--- config.mk ---
export PLATFORM = sky130hd
export DESIGN_NAME = mmapt_ctrl
export DESIGN_NICKNAME = d
export VERILOG_FILES = /design/src/sv/mmapt_pkg.sv /design/src/sv/mmapt_ctrl.sv
export SDC_FILE = /design/constraint.sdc
export NUM_CORES = 1
export LEC_CHECK = 0
export BUFFER_PORTS_ARGS = -buffer_cell sky130_fd_sc_hd__buf_2
export CAP_MARGIN = 20
export CORE_MARGIN = 2
export CORE_UTILIZATION = 57
export DETAILED_ROUTE_END_ITERATION = 16
export HOLD_SLACK_MARGIN = 0.02
export PLACE_DENSITY = 0.83
export SYNTH_ARGS = -nofsm -noshare
export SYNTH_HDL_FRONTEND = slang
export SYNTH_SLANG_ARGS = --single-unit
--- constraint.sdc ---
create_clock -name clk_i -period 3.3 [get_ports clk_i]
set_input_delay 0 -clock clk_i [delete_from_list [all_inputs] [get_ports clk_i]]
set_output_delay 0 -clock clk_i [all_outputs]
set_load 0.02 [all_outputs]
--- src/sv/mmapt_pkg.sv ---
// ----------------------------------------------------------------------------
// mmapt_pkg
// Shared types and codes for the min-max-area triangulator.
// ----------------------------------------------------------------------------
package mmapt_pkg;

  localparam logic [1:0] ST_TRI   = 2'd0;
  localparam logic [1:0] ST_SHORT = 2'd1;
  localparam logic [1:0] ST_NOSPL = 2'd2;
  localparam logic [1:0] ST_OVF   = 2'd3;

  typedef enum logic [2:0] {
    CMD_NONE  = 3'd0,
    CMD_INIT  = 3'd1,  // clear diagonal chains, start at length 2
    CMD_CHAIN = 3'd2,  // not acted on by the datapath
    CMD_WALK  = 3'd3   // walk the split table and emit every triangle
  } cmd_e;

  typedef struct packed {
    cmd_e cmd;
  } dp_cmd_t;

  typedef struct packed {
    logic busy;
    logic done;      // dp or walk finished
    logic root_ok;
  } dp_sts_t;

endpackage

--- src/sv/mmapt_ctrl.sv ---
// ----------------------------------------------------------------------------
// mmapt_ctrl
// Load control, status results and sequencing of the DP and the walk.
// ----------------------------------------------------------------------------
module mmapt_ctrl
  import mmapt_pkg::*;
#(
  parameter int MAX_VERTICES = 64
) (
  input  logic       clk_i,
  input  logic       rst_ni,
  input  logic       in_valid_i,
  input  logic       last_i,
  output logic       in_stall_o,
  output logic       wr_o,
  output logic [5:0] wr_idx_o,
  output logic [6:0] n_o,
  output dp_cmd_t    cmd_o,
  input  dp_sts_t    sts_i,
  output logic       st_valid_o,
  output logic [1:0] st_code_o,
  input  logic       st_take_i
);

  localparam logic [2:0] S_LOAD = 3'd0, S_DP = 3'd1, S_CHK = 3'd2, S_WALK = 3'd3,
                         S_STAT = 3'd4, S_WAIT = 3'd5;
  logic [2:0] state_q;
  logic [6:0] cnt_q, n_q;
  logic       ovf_q;
  logic [1:0] code_q;

  logic acc;
  assign acc = in_valid_i && !in_stall_o;
  assign in_stall_o = (state_q != S_LOAD);
  assign wr_o = acc && (cnt_q < 7'(MAX_VERTICES));
  assign wr_idx_o = cnt_q[5:0];
  assign n_o = n_q;
  assign st_valid_o = (state_q == S_STAT);
  assign st_code_o = code_q;

  logic [6:0] n_w;
  assign n_w = wr_o ? cnt_q + 7'd1 : cnt_q;

  always_comb begin
    cmd_o.cmd = CMD_NONE;
    if (state_q == S_DP && !sts_i.busy) cmd_o.cmd = CMD_INIT;
    if (state_q == S_CHK && !sts_i.busy && sts_i.root_ok) cmd_o.cmd = CMD_WALK;
  end

  logic started_q;
  always_ff @(posedge clk_i or negedge rst_ni) begin
    if (!rst_ni) begin
      state_q <= S_LOAD;
      cnt_q <= '0;
      ovf_q <= 1'b0;
      n_q <= '0;
      code_q <= ST_TRI;
      started_q <= 1'b0;
    end else begin
      case (state_q)
        S_LOAD: if (acc) begin
          if (last_i) begin
            n_q <= n_w;
            cnt_q <= '0;
            ovf_q <= 1'b0;
            if (ovf_q || !wr_o) begin
              code_q <= ST_OVF; state_q <= S_STAT;
            end else if (n_w < 7'd3) begin
              code_q <= ST_SHORT; state_q <= S_STAT;
            end else state_q <= S_DP;
          end else begin
            cnt_q <= n_w;
            if (!wr_o) ovf_q <= 1'b1;
          end
        end
        S_DP: begin
          if (cmd_o.cmd == CMD_INIT) started_q <= 1'b1;
          if (started_q && sts_i.done) begin
            started_q <= 1'b0;
            state_q <= S_CHK;
          end
        end
        S_CHK: if (!sts_i.busy) begin
          if (sts_i.root_ok) state_q <= S_WALK;
          else begin
            code_q <= ST_NOSPL; state_q <= S_STAT;
          end
        end
        S_WALK: begin
          if (sts_i.busy) started_q <= 1'b1;
          if (started_q && sts_i.done) begin
            started_q <= 1'b0;
            state_q <= S_WAIT;
          end
        end
        S_WAIT: if (!sts_i.busy) state_q <= S_LOAD;
        S_STAT: if (st_take_i) state_q <= S_LOAD;
        default: state_q <= S_LOAD;
      endcase
    end
  end

  ap_no_acc_busy: assert property (@(posedge clk_i) disable iff (!rst_ni)
    sts_i.busy |-> !acc) else $error("word taken while busy");
  ap_cnt: assert property (@(posedge clk_i) disable iff (!rst_ni)
    cnt_q <= 7'(MAX_VERTICES)) else $error("count overrun");
  ap_stat: assert property (@(posedge clk_i) disable iff (!rst_ni)
    st_valid_o |-> !sts_i.busy) else $error("status during dp");

endmodule

==> results of run 1 <==
[how the worst max path moves through the flow]
| stage | end | startpoint | cells past startpoint |
|---|---|---|---|
| 3_5_place_dp | state_q[2] | state_q[1] | 5 |
| 2_1_floorplan | n_o[2] | state_q[1] | 6 |
| 3_3_place_gp | state_q[2] | state_q[1] | 5 |
| 6_report | state_q[2] | state_q[1] | 5 |
| 5_1_grt | state_q[2] | state_q[1] | 5 |
| 4_1_cts | state_q[2] | state_q[1] | 5 |
[power by group]
group / leakage [uW] / total (uW) / switching [uW] / internal (uW)
registers: 0.000263 / 420 / 84.2 / 336
logic: 0.000362 / 501 / 311 / 189
clock network: 0.0000150 / 129 / 81.5 / 47.4
total: 0.000640 / 1050 / 477 / 573
[cell families (layout without fill, tap and decap cells)]
kind of cell | after synthesis | in the layout | synth area share (%)
AND/OR/NAND/NOR | 55 | 55 | 22.2
AO/OA/AOI/OAI | 43 | 43 | 22.5
buffers and inverters | 23 | 38 | 8.72
flip-flops | 21 | 21 | 39.8
XOR/XNOR | 5 | 5 | 3.32
multiplexers | 3 | 3 | 2.27
adder cells (fa/ha/maj) | 1 | 1 | 0.948
other | 1 | 1 | 0.284
[per-stage QoR]
| stage | cells | worst slack [ps] |
|---|---|---|
| 2_1_floorplan | 152 | 1320 |
| 3_3_place_gp | 189 | 945 |
| 3_5_place_dp | 189 | 777 |
| 4_1_cts | 195 | 749 |
| 5_1_grt | 195 | 549 |
| 6_report | 195 | 725 |
[cell usage in the layout, fill, tap and decap left out, types with 3 or more instances in the layout]
| master | netlist | routed |
|---|---|---|
| mux2i_1 | 3 | 3 |
| nand2b_1 | 3 | 3 |
| a31oi_1 | 6 | 6 |
| xnor2_1 | 3 | 3 |
| nor3_1 | 3 | 3 |
| nor2_1 | 22 | 22 |
| a21oi_1 | 12 | 12 |
| nand3_1 | 3 | 3 |
| dfrtp_1 | 21 | 21 |
| buf_2 | 2 | 27 |
| o21ai_0 | 8 | 8 |
| inv_1 | 5 | 5 |
| nand2_1 | 10 | 10 |
| o21a_1 | 4 | 4 |
| clkbuf_4 | 0 | 3 |
[area by class of cell]
class	count	share of cell area [%]
clock buffer	4	1.82
tap	28	2.43
sequential	21	36.5
inverter	5	1.30
multi-input combinational	108	47.2
timing repair buffer	29	10.8
[worst min-delay path, stage by stage]
cell and delay [ps]:
buf_2 120, o21a_1 110, o21ai_0 60, o21ai_0 70
[per-layer routing]
layer	global-route usage, %	share of wire (%)	wire length (um)	vias up
met2	36.7	48	1390	56
met4	8.33	2.1	60	0
met3	4.31	6.7	195	10
li1	-	-	-	560
met5	0	0	0	-
met1	32.8	43	1260	533
[what timing repair did]
| action | CTS | global route |
|---|---|---|
| hold endpoints to repair | 23 | 0 |
| gates resized for setup | 0 | 0 |
| hold buffers | 2 | 0 |
[sequential cells by signal (all words and copies together) (netlist names)]
| signal | flops |
|---|---|
| cnt_q | 7 |
| n_o | 7 |
| ovf_q | 1 |
| st_code_o | 2 |
| started_q | 1 |
| state_q | 3 |
==> flow_summary.ini, run 1 <==
[finish]
layout-drive-gt1-share_pct = 22.2
fillers = 172
regArea_um2 = 526
syn_to_final_growth_pct = 9.10
multi_input_area_um2 = 679
diodes = 0
fin_util_pct = 65.7
fin_area_um2 = 1440
fin_nets = 177

[floorplanning]
die-width_um = 52.1
fp-row-count = 17
fp.dieH_um = 52.1
core_um2 = 2190
initial_core_util_pct = 60.3
dieArea_um2 = 2720
ios = 29

[timing]
fin_crit_sh_pct = 78.0
setup_viol = 0
slew-limit-headroom_pct = 43.3
skew_ps = 4.41
worstMarginPinSlew_ps = 849
slew_viol_final = 0
rsz0062_at_grt = false
fmax_mhz = 388
tns_ps = 0
holdWs_ps = 80.9
period_needed_ps = 2570
finalHoldViolCount = 0

[min_path]
min_to = state_q[1]
hold_class = input pin to register
min_delay_path_depth = 4
min_from = sts_i[2]

[detailed_routing]
via_per_inst = 5.94
routed_wl_um = 2910
drc_errors = 0
first_iter_violations = 45
vias = 1159
dr.pass1.iters = 5
wire_per_inst_um = 14.9
ant_nets = 0

[clocking]
cts.sinks = 21
cts_tree = yes
cts_root_buf = clkbuf_4
clkTransAtPathRegs_ps = 110
clock_latency_ps = 320
numCtsBuffers = 3
post_cts_buffers = 0
clk_path_buf_depth = 2
cts-htree-levels = 1

[synth]
synth_cell_types = 42
synthesis.area_um2 = 1320
async_flop_share_pct = 100
ys.flop_type = dfrtp_1
yosysTopAreaCell = dfrtp_1
synth_edf_count = 0
ys_ff_latch = 21
synth_cells = 152
yosys_warnings = 0
synth.most_common_cell = nor2_1
synth.area.top_cells = dfrtp_1 (40%), nor2_1 (6.3%), a21oi_1 (4.5%), buf_4 (4.0%), o21ai_0 (3.0%)
avgSynthCellArea_um2 = 8.68
yosys-top-cells-count = nor2_1 (22), dfrtp_1 (21), a21oi_1 (12), nand2_1 (10)
synth_seq_area_share_pct = 39.8
synth_fp_nets = 161
netlist.area_leader.share_pct = 39.8

[setup_path]
critPathLaunchType = register
worstPathMaxFanout = 14
cp_num_buf_inv = 0
max_stage_delay_ps = 820
critical_path.top_delay_family = compound AO/OA/AOI/OAI gates
rrSetupSlack_ps = 730
slowest_stage = nor4b_2
path_class = register to register
arrival_ps = 2790
required_ps = 3510
rr_startpoint = state_q[1]
reg2reg_depth = 5
r2r-end = state_q[2]
cp_cell_sequence = nor4b_2 > o311ai_1 > a31oi_1 > o31ai_4 > a221o_1
cp-end-kind = register

[place]
dpl.hpwl_um = 2070
gp_congestion = 0.836
port-buffer-count = 27
placed_area_um2 = 1390

[global_routing]
antenna_found_initial = 0
overflow = 0
grt_pass1_vias = 1009
grt_pass1_wl_um = 4750
groute.usage.overall_pct = 23.6
grt_max_degree = 22

[pwr]
power.density_nw_per_um2 = 729
vdd_ir_drop_max_mv = 0.571
cellLeakagePower_uw = 0.000640
totalPowerFinal_uw = 1050

[outcome]
status = finished, final reports clean

[run]
max_cap_violations = 0
Note: power is estimated with default switching activity, not from simulation.
==> inputs of run 2 (changes only) <==
--- a/config.mk
+++ b/config.mk
@@ -8,10 +8,10 @@
 export BUFFER_PORTS_ARGS = -buffer_cell sky130_fd_sc_hd__buf_2
 export CAP_MARGIN = 20
 export CORE_MARGIN = 2
-export CORE_UTILIZATION = 57
+export CORE_UTILIZATION = 48
 export DETAILED_ROUTE_END_ITERATION = 16
 export HOLD_SLACK_MARGIN = 0.02
-export PLACE_DENSITY = 0.83
+export PLACE_DENSITY = 0.75
 export SYNTH_ARGS = -nofsm -noshare
 export SYNTH_HDL_FRONTEND = slang
 export SYNTH_SLANG_ARGS = --single-unit
==> constraint.sdc (replaced) <==
create_clock -name clk_i -period 2.1 [get_ports clk_i]
set_input_delay 0 -clock clk_i [delete_from_list [all_inputs] [get_ports clk_i]]
set_output_delay 0 -clock clk_i [all_outputs]
set_load 0.02 [all_outputs]
==> run 2 against run 1 <==
  * Die area rose by 17%
  * Final cell count up 4.6%
  * Sequential share of layout area is 1.2 points lower
  * Global-route usage down 5.4 points
  * Setup slack got worse by 670 ps
  * Count of clock-buffer cells in the layout did not move
  * Non-clock buffer count is 6 higher
  * Register-to-register slack lost 670 ps
  * Critical endpoint unchanged
  * Largest cell class unchanged
  * Largest power group unchanged
==> flow_summary.ini, run 2 (same netlist as run 1, synthesis figures left out) <==
[clocking]
cts_root_buf = clkbuf_4
cts.sinks = 21
numCtsBuffers = 3
cts_resized = 0
postCtsHoldBufs = 2
clkTransAtPathRegs_ps = 110
clk_path_buf_depth = 2
cts-htree-levels = 1
post_cts_buffers = 0
clock_latency_ps = 310
cts_tree = yes

[detailed_routing]
vias = 1148
wire_per_inst_um = 13.6
routed_wl_um = 2770
drc_errors = 0
via_per_inst = 5.63
ant_nets = 0
first_iter_violations = 19
dr.pass1.iters = 6

[timing]
fin_crit_sh_pct = 97.2
slew_viol_final = 0
finalHoldViolCount = 0
setup_viol = 0
tns_ps = 0
skew_ps = 6.43
period_needed_ps = 2040
rsz0062_at_grt = false
fmax_mhz = 490

[min_path]
hold_class = input pin to register
min_from = sts_i[2]

[setup_path]
cp-endpoint = state_q[2]
startpoint = state_q[1]
critPathLaunchType = register
slowest_stage = or4b_1
critical_path.top_delay_family = simple AND/OR/NAND/NOR gates
rr_startpoint = state_q[1]
r2r-end = state_q[2]
rrSetupSlack_ps = 60
cp_cell_sequence = or4b_1 > nor4_4 > a21oi_2 > o31ai_4 > a221o_1
reg2reg_depth = 5
cp-end-kind = register
arrival_ps = 2290
max_stage_delay_ps = 690
required_ps = 2350
worstPathMaxFanout = 6
cp_num_cells = 5
path_class = register to register
cp_num_buf_inv = 0

[finish]
final_cell_mix = buf_2 (27), nor2_1 (22), dfrtp_1 (21)
final_common_cell = buf_2
fin_area_um2 = 1490
syn_to_final_growth_pct = 12.8
layout-drive-gt1-share_pct = 24.9
fillers = 238
diodes = 0
fin_nets = 183

[floorplanning]
core_um2 = 2690
ios = 29
dieArea_um2 = 3190
fp-row-count = 19
die-width_um = 56.4
fp.dieH_um = 56.4
initial_core_util_pct = 49.1

[global_routing]
antenna_found_initial = 0
grt_pass1_vias = 1030
groute.usage.overall_pct = 18.3
overflow = 0
grt_pass1_wl_um = 4630
grt_max_degree = 22

[pwr]
p_int_uw = 923
swShare_pct = 44.4
pwr-share-clk_pct = 11.7
p_switching_uw = 738
cellLeakagePower_uw = 0.000672
vdd_ir_drop_max_mv = 0.828
comb_power_share_pct = 50.1
power.density_nw_per_um2 = 1120
seq_power_share_pct = 38.1

[place]
port-buffer-count = 27
placed_area_um2 = 1440
dpl.hpwl_um = 2020
gp_congestion = 0.860

[outcome]
status = finished, final reports clean

[run]
max_cap_violations = 0
## run 2: cell count changes in the layout (fill, tap and decap cells not counted)
| cell | change |
|---|---|
| buf_4 | +6 |
## run 2: layer usage
metal  GRT usage [%]  up-vias  routed length [um]
met1            25.8      548                1320
met5               0        -                   0
li1                -      574                   -
met3            4.84        4                 109
met4            5.10        0                  32
met2            27.6       22                1310
## run 2: power groups by stage
stage	clock network (uW)	registers [uW]	logic, uW
after floorplan	0	720	544
after global placement	0	634	816
after detailed placement	0	638	832
after CTS	202	632	838
after global routing	219	654	921
final	195	634	833
## run 2: worst reg2reg max path: stages (launching register included)
cell and delay, ps:
dfrtp_1 420, or4b_1 700, nor4_4 310, a21oi_2 80
o31ai_4 300, a221o_1 180
## run 2: cell type report
type	count	area, um2	share of cell area (%)
multi-input cells	108	679	45.6
flip-flops and latches	21	526	35.3
repair buffers	35	200	13.4
well taps	31	38.8	2.61
clock buffers	4	26.3	1.76
inverters	5	18.8	1.26
## run 2: how the worst min path moves through the flow
stage,end,slack [ps],depth (start not counted)
after global placement,n_o[4],-30,1
after CTS,state_q[1],90,4
after global routing,state_q[1],150,4
final,state_q[1],110,4
after detailed placement,cnt_q[4],-10,1
after floorplan,cnt_q[0],-300,0
## run 2: per-stage QoR
| stage | cells | hold slack [ps] | power (uW) | utilization, % | setup WS (ps) |
|---|---|---|---|---|---|
| finish | 204 | 114 | 1660 | 55.4 | 59.6 |
| global route | 204 | 152 | 1790 | 55.4 | 2.80 |
| CTS | 204 | 91.5 | 1670 | 55.4 | 55.5 |
| detailed placement | 198 | -14.8 | 1470 | 53.7 | 81.3 |
| global placement | 198 | -25.0 | 1450 | 53.7 | 152 |
| floorplan | 152 | -296 | 1260 | - | 120 |
==> inputs of run 3 (changes only) <==
--- a/config.mk
+++ b/config.mk
@@ -5,13 +5,14 @@
 export SDC_FILE = /design/constraint.sdc
 export NUM_CORES = 1
 export LEC_CHECK = 0
+export ABC_AREA = 1
 export BUFFER_PORTS_ARGS = -buffer_cell sky130_fd_sc_hd__buf_2
 export CAP_MARGIN = 20
 export CORE_MARGIN = 2
-export CORE_UTILIZATION = 48
+export CORE_UTILIZATION = 47
 export DETAILED_ROUTE_END_ITERATION = 16
 export HOLD_SLACK_MARGIN = 0.02
-export PLACE_DENSITY = 0.75
+export PLACE_DENSITY_LB_ADDON = 0.2
 export SYNTH_ARGS = -nofsm -noshare
 export SYNTH_HDL_FRONTEND = slang
 export SYNTH_SLANG_ARGS = --single-unit
==> run 3 against run 2 <==
  * Die area decreased by 2.3%
  * Clock power is 2% higher
  * Count of clock-buffer cells in the layout down 1
  * Register-to-register slack gained 210 ps
  * Cell area shrank 3.4%
==> flow_summary.ini, run 3 <==
[setup_path]
cp_num_cells = 15
arrival_ps = 2040
critical_path.top_delay_family = simple AND/OR/NAND/NOR gates
cp-end-kind = register
critPathLaunchType = register
cp_num_buf_inv = 1
path_class = register to register
cp_cell_sequence = ha_1 > nand2_1 > inv_1 > nand3_1 > nor2_1 > nor2_1 > nand3_1 > nor2_1 > nand2_1 > nand2_2 > nand2_2 > nand2_2 > nand2_2 > nand2_1 > nand2_1
worstPathMaxFanout = 7
max_stage_delay_ps = 460
slowest_stage = dfrtp_1
reg2reg_depth = 15
required_ps = 2310

[place]
dpl.hpwl_um = 2040
pre_cts_ws_ps = 288
gp_congestion = 0.857
port-buffer-count = 27
dp_cells = 219

[pwr]
power.density_nw_per_um2 = 1390
vdd_ir_drop_max_mv = 0.944
totalPowerFinal_uw = 2000
cellLeakagePower_uw = 0.000786

[synth]
ys.flop_type = dfrtp_1
yosysTopAreaCell = dfrtp_1
synth.area.top_cells = dfrtp_1 (42%), nand2_1 (13%), inv_1 (7.4%), nor2_1 (5.4%), o21ai_0 (5.2%)
synth_cells = 170
yosys-top-cells-count = nand2_1 (44), inv_1 (25), dfrtp_1 (21), nor2_1 (18), o21ai_0 (13)
ys_ff_latch = 21
synth_fp_nets = 179
synth_edf_count = 0
synth_cell_types = 23
async_flop_share_pct = 100
synthesis.area_um2 = 1260
avgSynthCellArea_um2 = 7.42
yosys_warnings = 0
netlist.area_leader.share_pct = 41.7
synth_seq_area_share_pct = 41.7
synth.most_common_cell = nand2_1

[detailed_routing]
wl_met3_um = 144
dr.pass1.iters = 5
vias = 1143
drt-met1-wl_um = 1290
ant_nets = 0
drc_errors = 0
wire_per_inst_um = 11.5
first_iter_violations = 40
routed_wl_um = 2600
via_per_inst = 5.06
wl_met2_um = 1150
top_layer = met4

[floorplanning]
initial_core_util_pct = 50.5
fp.dieH_um = 55.8
core_um2 = 2500
dieArea_um2 = 3110
die-width_um = 55.8
fp-row-count = 18
ios = 29

[clocking]
cts_resized = 0
cts.sinks = 21
cts_tree = yes
cts_root_buf = clkbuf_4
clkTransAtPathRegs_ps = 120
clk_path_buf_depth = 2
clock_latency_ps = 310
post_cts_buffers = 0
cts-htree-levels = 1
numCtsBuffers = 3
postCtsHoldBufs = 3

[global_routing]
grt_pass1_vias = 984
antenna_found_initial = 0
grt_pass1_wl_um = 4590
groute.usage.overall_pct = 18.5
grt_max_degree = 22
overflow = 0

[timing]
finalHoldViolCount = 0
tns_ps = 0
worst_slack_ps = 274
slew_viol_final = 0
fmax_mhz = 548
period_needed_ps = 1830
skew_ps = 2.48
fin_crit_sh_pct = 86.9
rsz0062_at_grt = false
setup_viol = 0

[finish]
layout-drive-gt1-share_pct = 20.9
syn_to_final_growth_pct = 14.0
final_common_cell = nand2_1
finalNonFillerCells = 226
final_cell_mix = nand2_1 (44), buf_2 (27), inv_1 (25)
regArea_um2 = 526
fillers = 245
multi_input_area_um2 = 586
fin_nets = 206
diodes = 0

[run]
max_cap_violations = 0

[min_path]
hold_class = input pin to register
min_delay_path_depth = 4

[outcome]
status = finished, final reports clean
[run 3: cells by family after synthesis]
family	after synthesis	synth area share (%)
compound gates	23	9.82
xor+xnor	2	1.39
fa+ha+maj	1	0.992
buf+inv	33	11.9
flops	21	41.7
other cells	1	0.297
simple gates	89	33.9
[run 3: tightest hold or removal path: cells and delay by family]
family | cells | cell delay [ps]
AOI/OAI and AO/OA | 1 | 80
buffers and inverters | 2 | 150
and+or+nand+nor | 1 | 80
[run 3: per-layer routing]
| metal | vias to the layer above | global-route usage, % |
|---|---|---|
| met1 | 523 | 28.2 |
| met4 | 0 | 4.18 |
| met3 | 2 | 4.42 |
| li1 | 585 | - |
| met2 | 33 | 26.5 |
| met5 | - | 0 |
[run 3: path summary, 6_finish.rpt]
kind / from / end / slack, ps
min in group asynchronous: rst_ni / n_o[2] / 150
max: cnt_q[0] / st_code_o[0] / 270
max reg2reg: cnt_q[0] / st_code_o[0] / 270
min reg2reg: st_code_o[1] / st_code_o[1] / 490
min: last_i / cnt_q[5] / 50
max in group asynchronous: rst_ni / state_q[0] / 1640
[run 3: through the flow]
step           instance area, um2  utilization [%]  hold WS [ps]
2_1_floorplan                1260                -          -296
3_3_place_gp                 1380             55.1         -16.9
3_5_place_dp                 1380             55.1         -19.4
4_1_cts                      1440             57.5          49.3
5_1_grt                      1440             57.5          97.4
6_report                     1440             57.5          46.0
[run 3: cell type report]
type	count	area share [%]
flip-flops and latches	21	36.6
well taps	30	2.61
clock buffers	3	1.57
repair buffers	30	11.5
inverters	25	6.53
clock inverters	1	0.522
multi-input cells	116	40.7
[run 3: power by group]
part | switching (uW) | leakage [uW] | internal [uW]
Clock | 126 | 0.0000139 | 72.6
Combinational | 758 | 0.000496 | 375
Sequential | 130 | 0.000276 | 542
